$ cat src/design/owle_pkg.sv
`timescale 1ns / 1ps
`default_nettype none

package owle_pkg;

   // Request kinds.
   localparam logic [2:0] KIND_PUSH    = 3'd0;
   localparam logic [2:0] KIND_POP     = 3'd1;
   localparam logic [2:0] KIND_REPLACE = 3'd2;
   localparam logic [2:0] KIND_INSERT  = 3'd3;
   localparam logic [2:0] KIND_DELETE  = 3'd4;
   localparam logic [2:0] KIND_READ    = 3'd5;

   // Response status codes.
   localparam logic [1:0] ST_OK    = 2'd0;
   localparam logic [1:0] ST_RANGE = 2'd1;
   localparam logic [1:0] ST_FULL  = 2'd2;

   localparam int unsigned LEN_W = 9;
   localparam int unsigned POS_W = 8;
   localparam int unsigned WORD_W = 16;

   // Memory read address selection.
   localparam logic [1:0] RD_POS     = 2'd0;
   localparam logic [1:0] RD_PTR_DEC = 2'd1;
   localparam logic [1:0] RD_PTR_INC = 2'd2;

   // Memory write address and data selection.
   localparam logic [1:0] WR_LEN_WORD  = 2'd0;
   localparam logic [1:0] WR_POS_WORD  = 2'd1;
   localparam logic [1:0] WR_PTR_RDATA = 2'd2;
   localparam logic [1:0] WR_PTR_WORD  = 2'd3;

   // Pointer operations.
   localparam logic [2:0] PTR_HOLD     = 3'd0;
   localparam logic [2:0] PTR_LOAD_LEN = 3'd1;
   localparam logic [2:0] PTR_LOAD_POS = 3'd2;
   localparam logic [2:0] PTR_DEC      = 3'd3;
   localparam logic [2:0] PTR_INC      = 3'd4;

   // Length operations.
   localparam logic [1:0] LEN_HOLD = 2'd0;
   localparam logic [1:0] LEN_INC  = 2'd1;
   localparam logic [1:0] LEN_DEC  = 2'd2;

   typedef struct packed {
      logic [2:0]        kind;
      logic [POS_W-1:0]  position;
      logic [WORD_W-1:0] word_in;
   } req_type;

   typedef struct packed {
      logic [1:0]        status;
      logic [WORD_W-1:0] word_out;
      logic [LEN_W-1:0]  length;
   } rsp_type;

   typedef struct packed {
      logic       load_req;
      logic       rd_en;
      logic [1:0] rd_sel;
      logic       wr_en;
      logic [1:0] wr_sel;
      logic [2:0] ptr_op;
      logic [1:0] len_op;
      logic       pend_load;
      logic [1:0] pend_status;
      logic       pend_rd;
      logic       rsp_load;
   } cmd_type;

   typedef struct packed {
      logic [2:0] kind;
      logic       in_range;
      logic       full;
      logic       empty;
      logic       ptr_at_pos;
      logic       dn_more;
      logic       rsp_free;
   } stat_type;

endpackage

`default_nettype wire

$ cat src/design/owle_ram.sv
`timescale 1ns / 1ps
`default_nettype none

module owle_ram #(
   parameter int unsigned WIDTH = 16,
   parameter int unsigned DEPTH = 256
) (
   input  wire logic                     clock,
   input  wire logic                     wr_en,
   input  wire logic [$clog2(DEPTH)-1:0] wr_addr,
   input  wire logic [WIDTH-1:0]         wr_data,
   input  wire logic                     rd_en,
   input  wire logic [$clog2(DEPTH)-1:0] rd_addr,
   output logic      [WIDTH-1:0]         rd_data
);

   logic [WIDTH-1:0] mem_ff [DEPTH];

   always_ff @(posedge clock) begin
      if (wr_en) begin
         mem_ff[wr_addr] <= wr_data;
      end
      if (rd_en) begin
         rd_data <= mem_ff[rd_addr];
      end
   end

endmodule

`default_nettype wire

$ cat src/design/owle_ctrl.sv
`timescale 1ns / 1ps
`default_nettype none

module owle_ctrl (
   input  wire logic               clock,
   input  wire logic               reset,
   input  wire logic               req_valid,
   output logic                    req_ready,
   input  wire owle_pkg::stat_type stat,
   output owle_pkg::cmd_type       cmd
);

   import owle_pkg::*;

   localparam logic [2:0] S_IDLE   = 3'd0;
   localparam logic [2:0] S_DECODE = 3'd1;
   localparam logic [2:0] S_UP_RD  = 3'd2;
   localparam logic [2:0] S_UP_WR  = 3'd3;
   localparam logic [2:0] S_DN_RD  = 3'd4;
   localparam logic [2:0] S_DN_WR  = 3'd5;
   localparam logic [2:0] S_RESP   = 3'd6;

   logic [2:0] state_ff;
   logic [2:0] state_in;

   assign req_ready = (state_ff == S_IDLE);

   always_comb begin
      cmd      = '0;
      state_in = state_ff;
      unique case (state_ff)
         S_IDLE: begin
            if (req_valid) begin
               cmd.load_req = 1'b1;
               state_in     = S_DECODE;
            end
         end
         S_DECODE: begin
            cmd.pend_load   = 1'b1;
            cmd.pend_status = ST_OK;
            state_in        = S_RESP;
            unique case (stat.kind)
               KIND_PUSH: begin
                  if (stat.full) begin
                     cmd.pend_status = ST_FULL;
                  end else begin
                     cmd.wr_en  = 1'b1;
                     cmd.wr_sel = WR_LEN_WORD;
                     cmd.len_op = LEN_INC;
                  end
               end
               KIND_POP: begin
                  if (!stat.empty) begin
                     cmd.len_op = LEN_DEC;
                  end
               end
               KIND_REPLACE: begin
                  if (!stat.in_range) begin
                     cmd.pend_status = ST_RANGE;
                  end else begin
                     cmd.wr_en  = 1'b1;
                     cmd.wr_sel = WR_POS_WORD;
                  end
               end
               KIND_INSERT: begin
                  if (!stat.in_range) begin
                     cmd.pend_status = ST_RANGE;
                  end else if (stat.full) begin
                     cmd.pend_status = ST_FULL;
                  end else begin
                     cmd.pend_load = 1'b0;
                     cmd.ptr_op    = PTR_LOAD_LEN;
                     state_in      = S_UP_RD;
                  end
               end
               KIND_DELETE: begin
                  if (!stat.in_range) begin
                     cmd.pend_status = ST_RANGE;
                  end else begin
                     cmd.pend_load = 1'b0;
                     cmd.ptr_op    = PTR_LOAD_POS;
                     state_in      = S_DN_RD;
                  end
               end
               KIND_READ: begin
                  if (!stat.in_range) begin
                     cmd.pend_status = ST_RANGE;
                  end else begin
                     cmd.rd_en   = 1'b1;
                     cmd.rd_sel  = RD_POS;
                     cmd.pend_rd = 1'b1;
                  end
               end
               default: begin
               end
            endcase
         end
         S_UP_RD: begin
            // The pointer walks down from the old end; when it meets the
            // insert position the new word goes in.
            if (stat.ptr_at_pos) begin
               cmd.wr_en       = 1'b1;
               cmd.wr_sel      = WR_PTR_WORD;
               cmd.len_op      = LEN_INC;
               cmd.pend_load   = 1'b1;
               cmd.pend_status = ST_OK;
               state_in        = S_RESP;
            end else begin
               cmd.rd_en  = 1'b1;
               cmd.rd_sel = RD_PTR_DEC;
               state_in   = S_UP_WR;
            end
         end
         S_UP_WR: begin
            cmd.wr_en  = 1'b1;
            cmd.wr_sel = WR_PTR_RDATA;
            cmd.ptr_op = PTR_DEC;
            state_in   = S_UP_RD;
         end
         S_DN_RD: begin
            if (stat.dn_more) begin
               cmd.rd_en  = 1'b1;
               cmd.rd_sel = RD_PTR_INC;
               state_in   = S_DN_WR;
            end else begin
               cmd.len_op      = LEN_DEC;
               cmd.pend_load   = 1'b1;
               cmd.pend_status = ST_OK;
               state_in        = S_RESP;
            end
         end
         S_DN_WR: begin
            cmd.wr_en  = 1'b1;
            cmd.wr_sel = WR_PTR_RDATA;
            cmd.ptr_op = PTR_INC;
            state_in   = S_DN_RD;
         end
         S_RESP: begin
            if (stat.rsp_free) begin
               cmd.rsp_load = 1'b1;
               state_in     = S_IDLE;
            end
         end
         default: begin
            state_in = S_IDLE;
         end
      endcase
   end

   always_ff @(posedge clock) begin
      if (reset) begin
         state_ff <= S_IDLE;
      end else begin
         state_ff <= state_in;
      end
   end

endmodule

`default_nettype wire

$ cat src/design/owle_dp.sv
`timescale 1ns / 1ps
`default_nettype none

module owle_dp #(
   parameter int unsigned DEPTH = 256
) (
   input  wire logic              clock,
   input  wire logic              reset,
   input  wire owle_pkg::req_type req_data,
   input  wire owle_pkg::cmd_type cmd,
   output owle_pkg::stat_type     stat,
   output logic                   rsp_valid,
   input  wire logic              rsp_ready,
   output owle_pkg::rsp_type      rsp_data
);

   import owle_pkg::*;

   localparam int unsigned AW  = (DEPTH > 1) ? $clog2(DEPTH) : 1;
   localparam int unsigned CW  = $clog2(DEPTH + 1);
   localparam int unsigned XW  = (CW > POS_W) ? CW : POS_W;
   localparam int unsigned LXW = (CW > LEN_W) ? CW : LEN_W;

   req_type           req_ff;
   logic [CW-1:0]     len_ff;
   logic [CW-1:0]     len_in;
   logic [CW-1:0]     ptr_ff;
   logic [CW-1:0]     ptr_in;
   logic [1:0]        pend_status_ff;
   logic              pend_rd_ff;
   logic              rsp_valid_ff;
   logic              rsp_valid_in;
   rsp_type           rsp_ff;

   logic [XW-1:0]     pos_x;
   logic [XW-1:0]     len_x;
   logic [CW-1:0]     pos_c;
   logic [CW:0]       ptr_next_up;
   logic [LXW-1:0]    len_out_x;

   logic              ram_wr_en;
   logic [AW-1:0]     ram_wr_addr;
   logic [WORD_W-1:0] ram_wr_data;
   logic              ram_rd_en;
   logic [AW-1:0]     ram_rd_addr;
   logic [WORD_W-1:0] ram_rd_data;

   assign pos_x       = XW'(req_ff.position);
   assign len_x       = XW'(len_ff);
   assign pos_c       = pos_x[CW-1:0];
   assign ptr_next_up = {1'b0, ptr_ff} + {{CW{1'b0}}, 1'b1};

   assign stat.kind       = req_ff.kind;
   assign stat.in_range   = (pos_x < len_x);
   assign stat.full       = (len_ff == CW'(DEPTH));
   assign stat.empty      = (len_ff == '0);
   assign stat.ptr_at_pos = (ptr_ff == pos_c);
   assign stat.dn_more    = (ptr_next_up < {1'b0, len_ff});
   assign stat.rsp_free   = !rsp_valid_ff || rsp_ready;

   always_comb begin
      ram_rd_en = cmd.rd_en;
      unique case (cmd.rd_sel)
         RD_POS:     ram_rd_addr = pos_x[AW-1:0];
         RD_PTR_DEC: ram_rd_addr = AW'(ptr_ff - CW'(1));
         RD_PTR_INC: ram_rd_addr = AW'(ptr_next_up);
         default:    ram_rd_addr = pos_x[AW-1:0];
      endcase
   end

   always_comb begin
      ram_wr_en = cmd.wr_en;
      unique case (cmd.wr_sel)
         WR_LEN_WORD: begin
            ram_wr_addr = AW'(len_ff);
            ram_wr_data = req_ff.word_in;
         end
         WR_POS_WORD: begin
            ram_wr_addr = pos_x[AW-1:0];
            ram_wr_data = req_ff.word_in;
         end
         WR_PTR_RDATA: begin
            ram_wr_addr = AW'(ptr_ff);
            ram_wr_data = ram_rd_data;
         end
         default: begin
            ram_wr_addr = AW'(ptr_ff);
            ram_wr_data = req_ff.word_in;
         end
      endcase
   end

   always_comb begin
      unique case (cmd.ptr_op)
         PTR_LOAD_LEN: ptr_in = len_ff;
         PTR_LOAD_POS: ptr_in = pos_c;
         PTR_DEC:      ptr_in = ptr_ff - CW'(1);
         PTR_INC:      ptr_in = ptr_next_up[CW-1:0];
         default:      ptr_in = ptr_ff;
      endcase
   end

   always_comb begin
      unique case (cmd.len_op)
         LEN_INC: len_in = len_ff + CW'(1);
         LEN_DEC: len_in = len_ff - CW'(1);
         default: len_in = len_ff;
      endcase
   end

   always_comb begin
      rsp_valid_in = rsp_valid_ff;
      if (cmd.rsp_load) begin
         rsp_valid_in = 1'b1;
      end else if (rsp_ready) begin
         rsp_valid_in = 1'b0;
      end
   end

   // The length is already final when the response is built.
   assign len_out_x = LXW'(len_ff);

   always_ff @(posedge clock) begin
      if (reset) begin
         len_ff       <= '0;
         ptr_ff       <= '0;
         rsp_valid_ff <= 1'b0;
      end else begin
         len_ff       <= len_in;
         ptr_ff       <= ptr_in;
         rsp_valid_ff <= rsp_valid_in;
      end
   end

   always_ff @(posedge clock) begin
      if (cmd.load_req) begin
         req_ff <= req_data;
      end
      if (cmd.pend_load) begin
         pend_status_ff <= cmd.pend_status;
         pend_rd_ff     <= cmd.pend_rd;
      end
      if (cmd.rsp_load) begin
         rsp_ff.status   <= pend_status_ff;
         rsp_ff.word_out <= pend_rd_ff ? ram_rd_data : '0;
         rsp_ff.length   <= len_out_x[LEN_W-1:0];
      end
   end

   assign rsp_valid = rsp_valid_ff;
   assign rsp_data  = rsp_ff;

   owle_ram #(
      .WIDTH (WORD_W),
      .DEPTH (DEPTH)
   ) u_ram (
      .clock   (clock),
      .wr_en   (ram_wr_en),
      .wr_addr (ram_wr_addr),
      .wr_data (ram_wr_data),
      .rd_en   (ram_rd_en),
      .rd_addr (ram_rd_addr),
      .rd_data (ram_rd_data)
   );

endmodule

`default_nettype wire

$ cat src/design/ordered_word_list_engine.sv
`timescale 1ns / 1ps
`default_nettype none

// Ordered list of up to DEPTH 16-bit words held in one single-port-write,
// registered-read RAM, with a live length. Each request word gives exactly
// one response word. Push, pop, replace, read and the unused kinds pass
// from acceptance to the response register through accept, decode and
// respond, as does any request that fails its index or full check. Insert
// and delete also step through the entries that must shift: the entries
// from the position upward (insert) or above it (delete) are moved one at a
// time, each needing a RAM read and then a write. One request is in flight
// at a time; a new request is taken once the previous response has been
// placed in the output register, even if that response has not yet been
// collected. The RAM contents are not cleared at reset, as only written
// entries can ever be read back.
module ordered_word_list_engine #(
   parameter int unsigned DEPTH = 256
) (
   input  wire logic              clock,
   input  wire logic              reset,
   input  wire logic              req_valid,
   output logic                   req_ready,
   input  wire owle_pkg::req_type req_data,
   output logic                   rsp_valid,
   input  wire logic              rsp_ready,
   output owle_pkg::rsp_type      rsp_data
);

   import owle_pkg::*;

   cmd_type  cmd;
   stat_type stat;

   owle_ctrl u_ctrl (
      .clock     (clock),
      .reset     (reset),
      .req_valid (req_valid),
      .req_ready (req_ready),
      .stat      (stat),
      .cmd       (cmd)
   );

   owle_dp #(
      .DEPTH (DEPTH)
   ) u_dp (
      .clock     (clock),
      .reset     (reset),
      .req_data  (req_data),
      .cmd       (cmd),
      .stat      (stat),
      .rsp_valid (rsp_valid),
      .rsp_ready (rsp_ready),
      .rsp_data  (rsp_data)
   );

endmodule

`default_nettype wire
$ cat config.mk
export PLATFORM = sky130hd
export DESIGN_NAME = ordered_word_list_engine
export DESIGN_NICKNAME = d
export VERILOG_FILES = /design/src/design/owle_pkg.sv /design/src/design/owle_ram.sv /design/src/design/owle_ctrl.sv /design/src/design/owle_dp.sv /design/src/design/ordered_word_list_engine.sv
export SDC_FILE = /design/constraint.sdc
export NUM_CORES = 2
export LEC_CHECK = 0
export BUFFER_PORTS_ARGS = -buffer_cell sky130_fd_sc_hd__buf_2
export CAP_MARGIN = 20
export CORE_MARGIN = 8
export CORE_UTILIZATION = 50
export CTS_CLUSTER_SIZE = 12
export DETAILED_ROUTE_END_ITERATION = 8
export PLACE_DENSITY = 0.63
export SYNTH_ARGS = -nofsm -noshare
export SYNTH_HDL_FRONTEND = slang
export SYNTH_SLANG_ARGS = --single-unit
$ cat constraint.sdc
create_clock -name clock -period 6.3 [get_ports clock]
set_clock_uncertainty 0.05 [all_clocks]
set_input_delay 1.26 -clock clock [delete_from_list [all_inputs] [get_ports clock]]
set_output_delay 1.26 -clock clock [all_outputs]
set_load 0.02 [all_outputs]
==> flow_metrics.env <==
export IMPL_status="finished with violations"
export IMPL_violations="setup timing"
export IMPL_worst_slew_pin_slew_ns=1.286
export IMPL_cts_inserted_buffers=429
export IMPL_syn_area_per_cell_um2=16.62
export IMPL_drv_slew=0
export IMPL_hold_path_depth=1
export IMPL_initial_core_util_pct=50.27
export IMPL_rsz0062_at_grt="true"
export IMPL_r2r_cells=24
export IMPL_syn_inst=10380
export IMPL_critical_path_max_fanout=13
export IMPL_crit_path_end_kind="flip-flop"
export IMPL_ys_ff_latch=4191
export IMPL_synth_async_reset_ratio_pct=0
export IMPL_place_hpwl_mm=368.7
export IMPL_drc=0
export IMPL_maxCapViolations=0
export IMPL_vias=109300
export IMPL_p_leak_nw=66.76
export IMPL_ys_warn_count=0
export IMPL_min_period_ns=6.382
export IMPL_ant_nets=0
export IMPL_wire_per_inst_um=35.05
export IMPL_route_met2_wl_mm=258.5
export IMPL_grt_pass1_wl_mm=799.6
export IMPL_clk_pin_slew_ns=0.06
export IMPL_die_width_um=603.5
export IMPL_drt_initial_drc_count=17510
export IMPL_grt_pass1_vias=105700
export IMPL_period_share_pct=101.3
export IMPL_power_mw=114.6
export IMPL_syn_area_mm2=0.1726
export IMPL_clock_path_buffers=4
export IMPL_wl_met3_mm=67.67
export IMPL_worst_slack_ns=-0.08185
export IMPL_cts_tree="yes"
export IMPL_hold_viol=0
export IMPL_htreeDepth=5
export IMPL_synth_edf_count=4169
export IMPL_syn_nets=10440
export IMPL_arrival_ns=7.08
export IMPL_hp_class="in -> reg"
export IMPL_clockRootBuffer="clkbuf_16"
export IMPL_finalSetupViolCount=1
export IMPL_drive_above_1_share_pct=26.23
export IMPL_yosysSeqAreaShare_pct=72.81
export IMPL_first_pass_iters=8
export IMPL_highest_signal_layer="met5"
export IMPL_port_buffers=59
export IMPL_clock_sinks=4191
export IMPL_ios=60
export IMPL_cp_start_kind="flip-flop"
export IMPL_drt_total_wl_mm=574.6
export IMPL_clk_latency_ns=1.01
export IMPL_crit_type="reg -> reg"
export IMPL_met1_length_mm=214.4
export IMPL_die_height_um=603.5
export IMPL_tns_ns=-0.08185
export IMPL_antenna_found_initial=34
export IMPL_die_area_mm2=0.3642
export IMPL_p_per_area_mw_per_mm2=566.2
export IMPL_ys_types=98
export IMPL_place_gp_congestion=0.9524
export IMPL_hold_buffers=0
export IMPL_grt_total_usage_pct=30.54
export IMPL_ys_flop_type="edfxtp_1"
export IMPL_vdd_ir_drop_max_uv=504.5
export IMPL_r2r_slack_ns=-0.08
export IMPL_dp_cells=15610
export IMPL_fin_util_pct=58.98
export IMPL_crit_required_ns=7.00
export IMPL_grt_max_degree=177
export IMPL_area_delta_synth_final_pct=17.32
export IMPL_slew_headroom_pct=14.27
export IMPL_nets=11590
export IMPL_avgViaCountPerCell=6.670
export IMPL_row_count=215
export IMPL_grt_overflow=0
export IMPL_stdcell_count=16390
export IMPL_coreArea_mm2=0.3433
export IMPL_fmax_mhz=156.7
power by group:
part	leakage (nW)	internal, mW	switching [mW]	total (mW)
Sequential	37.7	34.4	0.359	34.7
Combinational	22.8	20.4	35.7	56.1
Clock	6.23	13.3	10.5	23.8
Total	66.8	68.1	46.5	115
routing by layer:
metal  up-vias  track usage, %
met4        24           15.43
met3      1319           7.624
met2      7402           46.50
met1     56370           41.16
met5         -               0
li1      44230               -
cells by family after synthesis:
family / Yosys count / synth area share, %
compound gates: 1528 / 6.509
fa+ha+maj: 28 / 0.2074
buf+inv: 783 / 2.166
simple gates: 2683 / 6.946
mux: 1142 / 11.23
xor+xnor: 27 / 0.1370
flops: 4191 / 72.81
synthesized netlist by cell type (74+ instances only):
library cell / instances / area share [%]
o21ai_0: 175 / 0.51
a31oi_1: 104 / 0.38
a221oi_1: 240 / 1.2
edfxtp_1: 4169 / 73
nand4_1: 111 / 0.40
o22ai_1: 80 / 0.29
mux4_2: 609 / 7.9
a21oi_1: 200 / 0.58
and3_1: 82 / 0.30
nor4_1: 84 / 0.30
clkbuf_1: 261 / 0.57
mux2_2: 254 / 1.7
mux2i_1: 278 / 1.6
nand3_1: 469 / 1.4
nand2_1: 1285 / 2.8
a211oi_1: 214 / 0.93
buf_4: 75 / 0.33
a311oi_1: 95 / 0.48
buf_1: 74 / 0.16
buf_2: 309 / 0.90
nor2_1: 427 / 0.93
timing repair:
action / in CTS / in global routing
resized for setup: 50 / 98
buffers inserted: 12 / 28
setup endpoints to repair: 14 / 15
gates cloned: 1 / 5
pin swaps: 8 / 14
layout make-up:
type | count | area, µm²
Inverter | 48 | 181.4
Fill cell | 25430 | 140800
Antenna cell | 19 | 47.55
Clock inverter | 154 | 1256
Tap cell | 4557 | 5702
Clock buffer | 566 | 11530
Sequential cell | 4191 | 125600
Multi-Input combinational cell | 5408 | 44490
Timing Repair Buffer | 1449 | 13600
worst paths after layout:
check	from	endpoint
setup / recovery	u_dp.ptr_ff[2]$_SDFFE_PP0P_	u_dp.u_ram.rd_data[3]$_DFFE_PP_
hold / removal	req_data[8]	u_dp.req_ff[8]$_DFFE_PP_
setup reg to reg	u_dp.ptr_ff[2]$_SDFFE_PP0P_	u_dp.u_ram.rd_data[3]$_DFFE_PP_
hold reg to reg	u_dp.pend_status_ff[1]$_DFFE_PP_	u_dp.rsp_data[26]$_DFFE_PP_
cell usage in the layout, fill, tap and decap left out, types with 237 or more instances in the layout:
cell	n
nand2_1	1265
nor2_1	345
clkbuf_16	443
buf_4	1152
mux2_2	254
mux4_2	609
edfxtp_1	4169
mux2i_1	275
nand3_1	459
a221oi_1	237
stage by stage:
step                worst slack (ns)  hold WS, ns  area (µm²)
finish                      -0.08185       0.3895      202400
global route                -0.02510       0.3548      202400
CTS                         0.002703       0.3492      201500
detailed placement           -0.4353       0.4591      188300
global placement             -0.5281       0.4647      188200
floorplan                     0.7254       0.3503      172600
sequential cells by signal, summed over array words and instances, names as in the netlist:
signal / flops
u_dp.req_ff: 16
u_dp.u_ram.mem_ff: 4096
u_dp.stat: 3
u_dp.pend_status_ff: 2
u_ctrl.state_ff: 3
u_dp.rsp_valid: 1
u_dp.pend_rd_ff: 1
u_dp.len_ff: 9
u_dp.pos_c: 8
u_dp.ptr_ff: 9
u_dp.rsp_data: 27
u_dp.u_ram.rd_data: 16
critical path, cell delays in order, from the launching register on:
cell	delay, ns
dfxtp_1	0.53
and4_1	0.41
and2_1	0.22
nand3_1	0.11
xnor2_1	0.17
ha_1	0.21
a41o_1	0.23
nor3_1	0.14
a21o_1	0.19
nand3_2	0.15
ha_4	0.30
buf_4	0.18
nor2b_2	0.19
a32oi_4	0.15
nand2_4	0.10
buf_12	0.25
buf_16	0.23
buf_4	0.24
mux2i_1	0.24
mux2i_2	0.12
o211ai_1	0.76
buf_4	0.23
or4_1	0.16
nand4_1	0.24
o41a_1	0.20
Power figures use the tool's default switching activity.
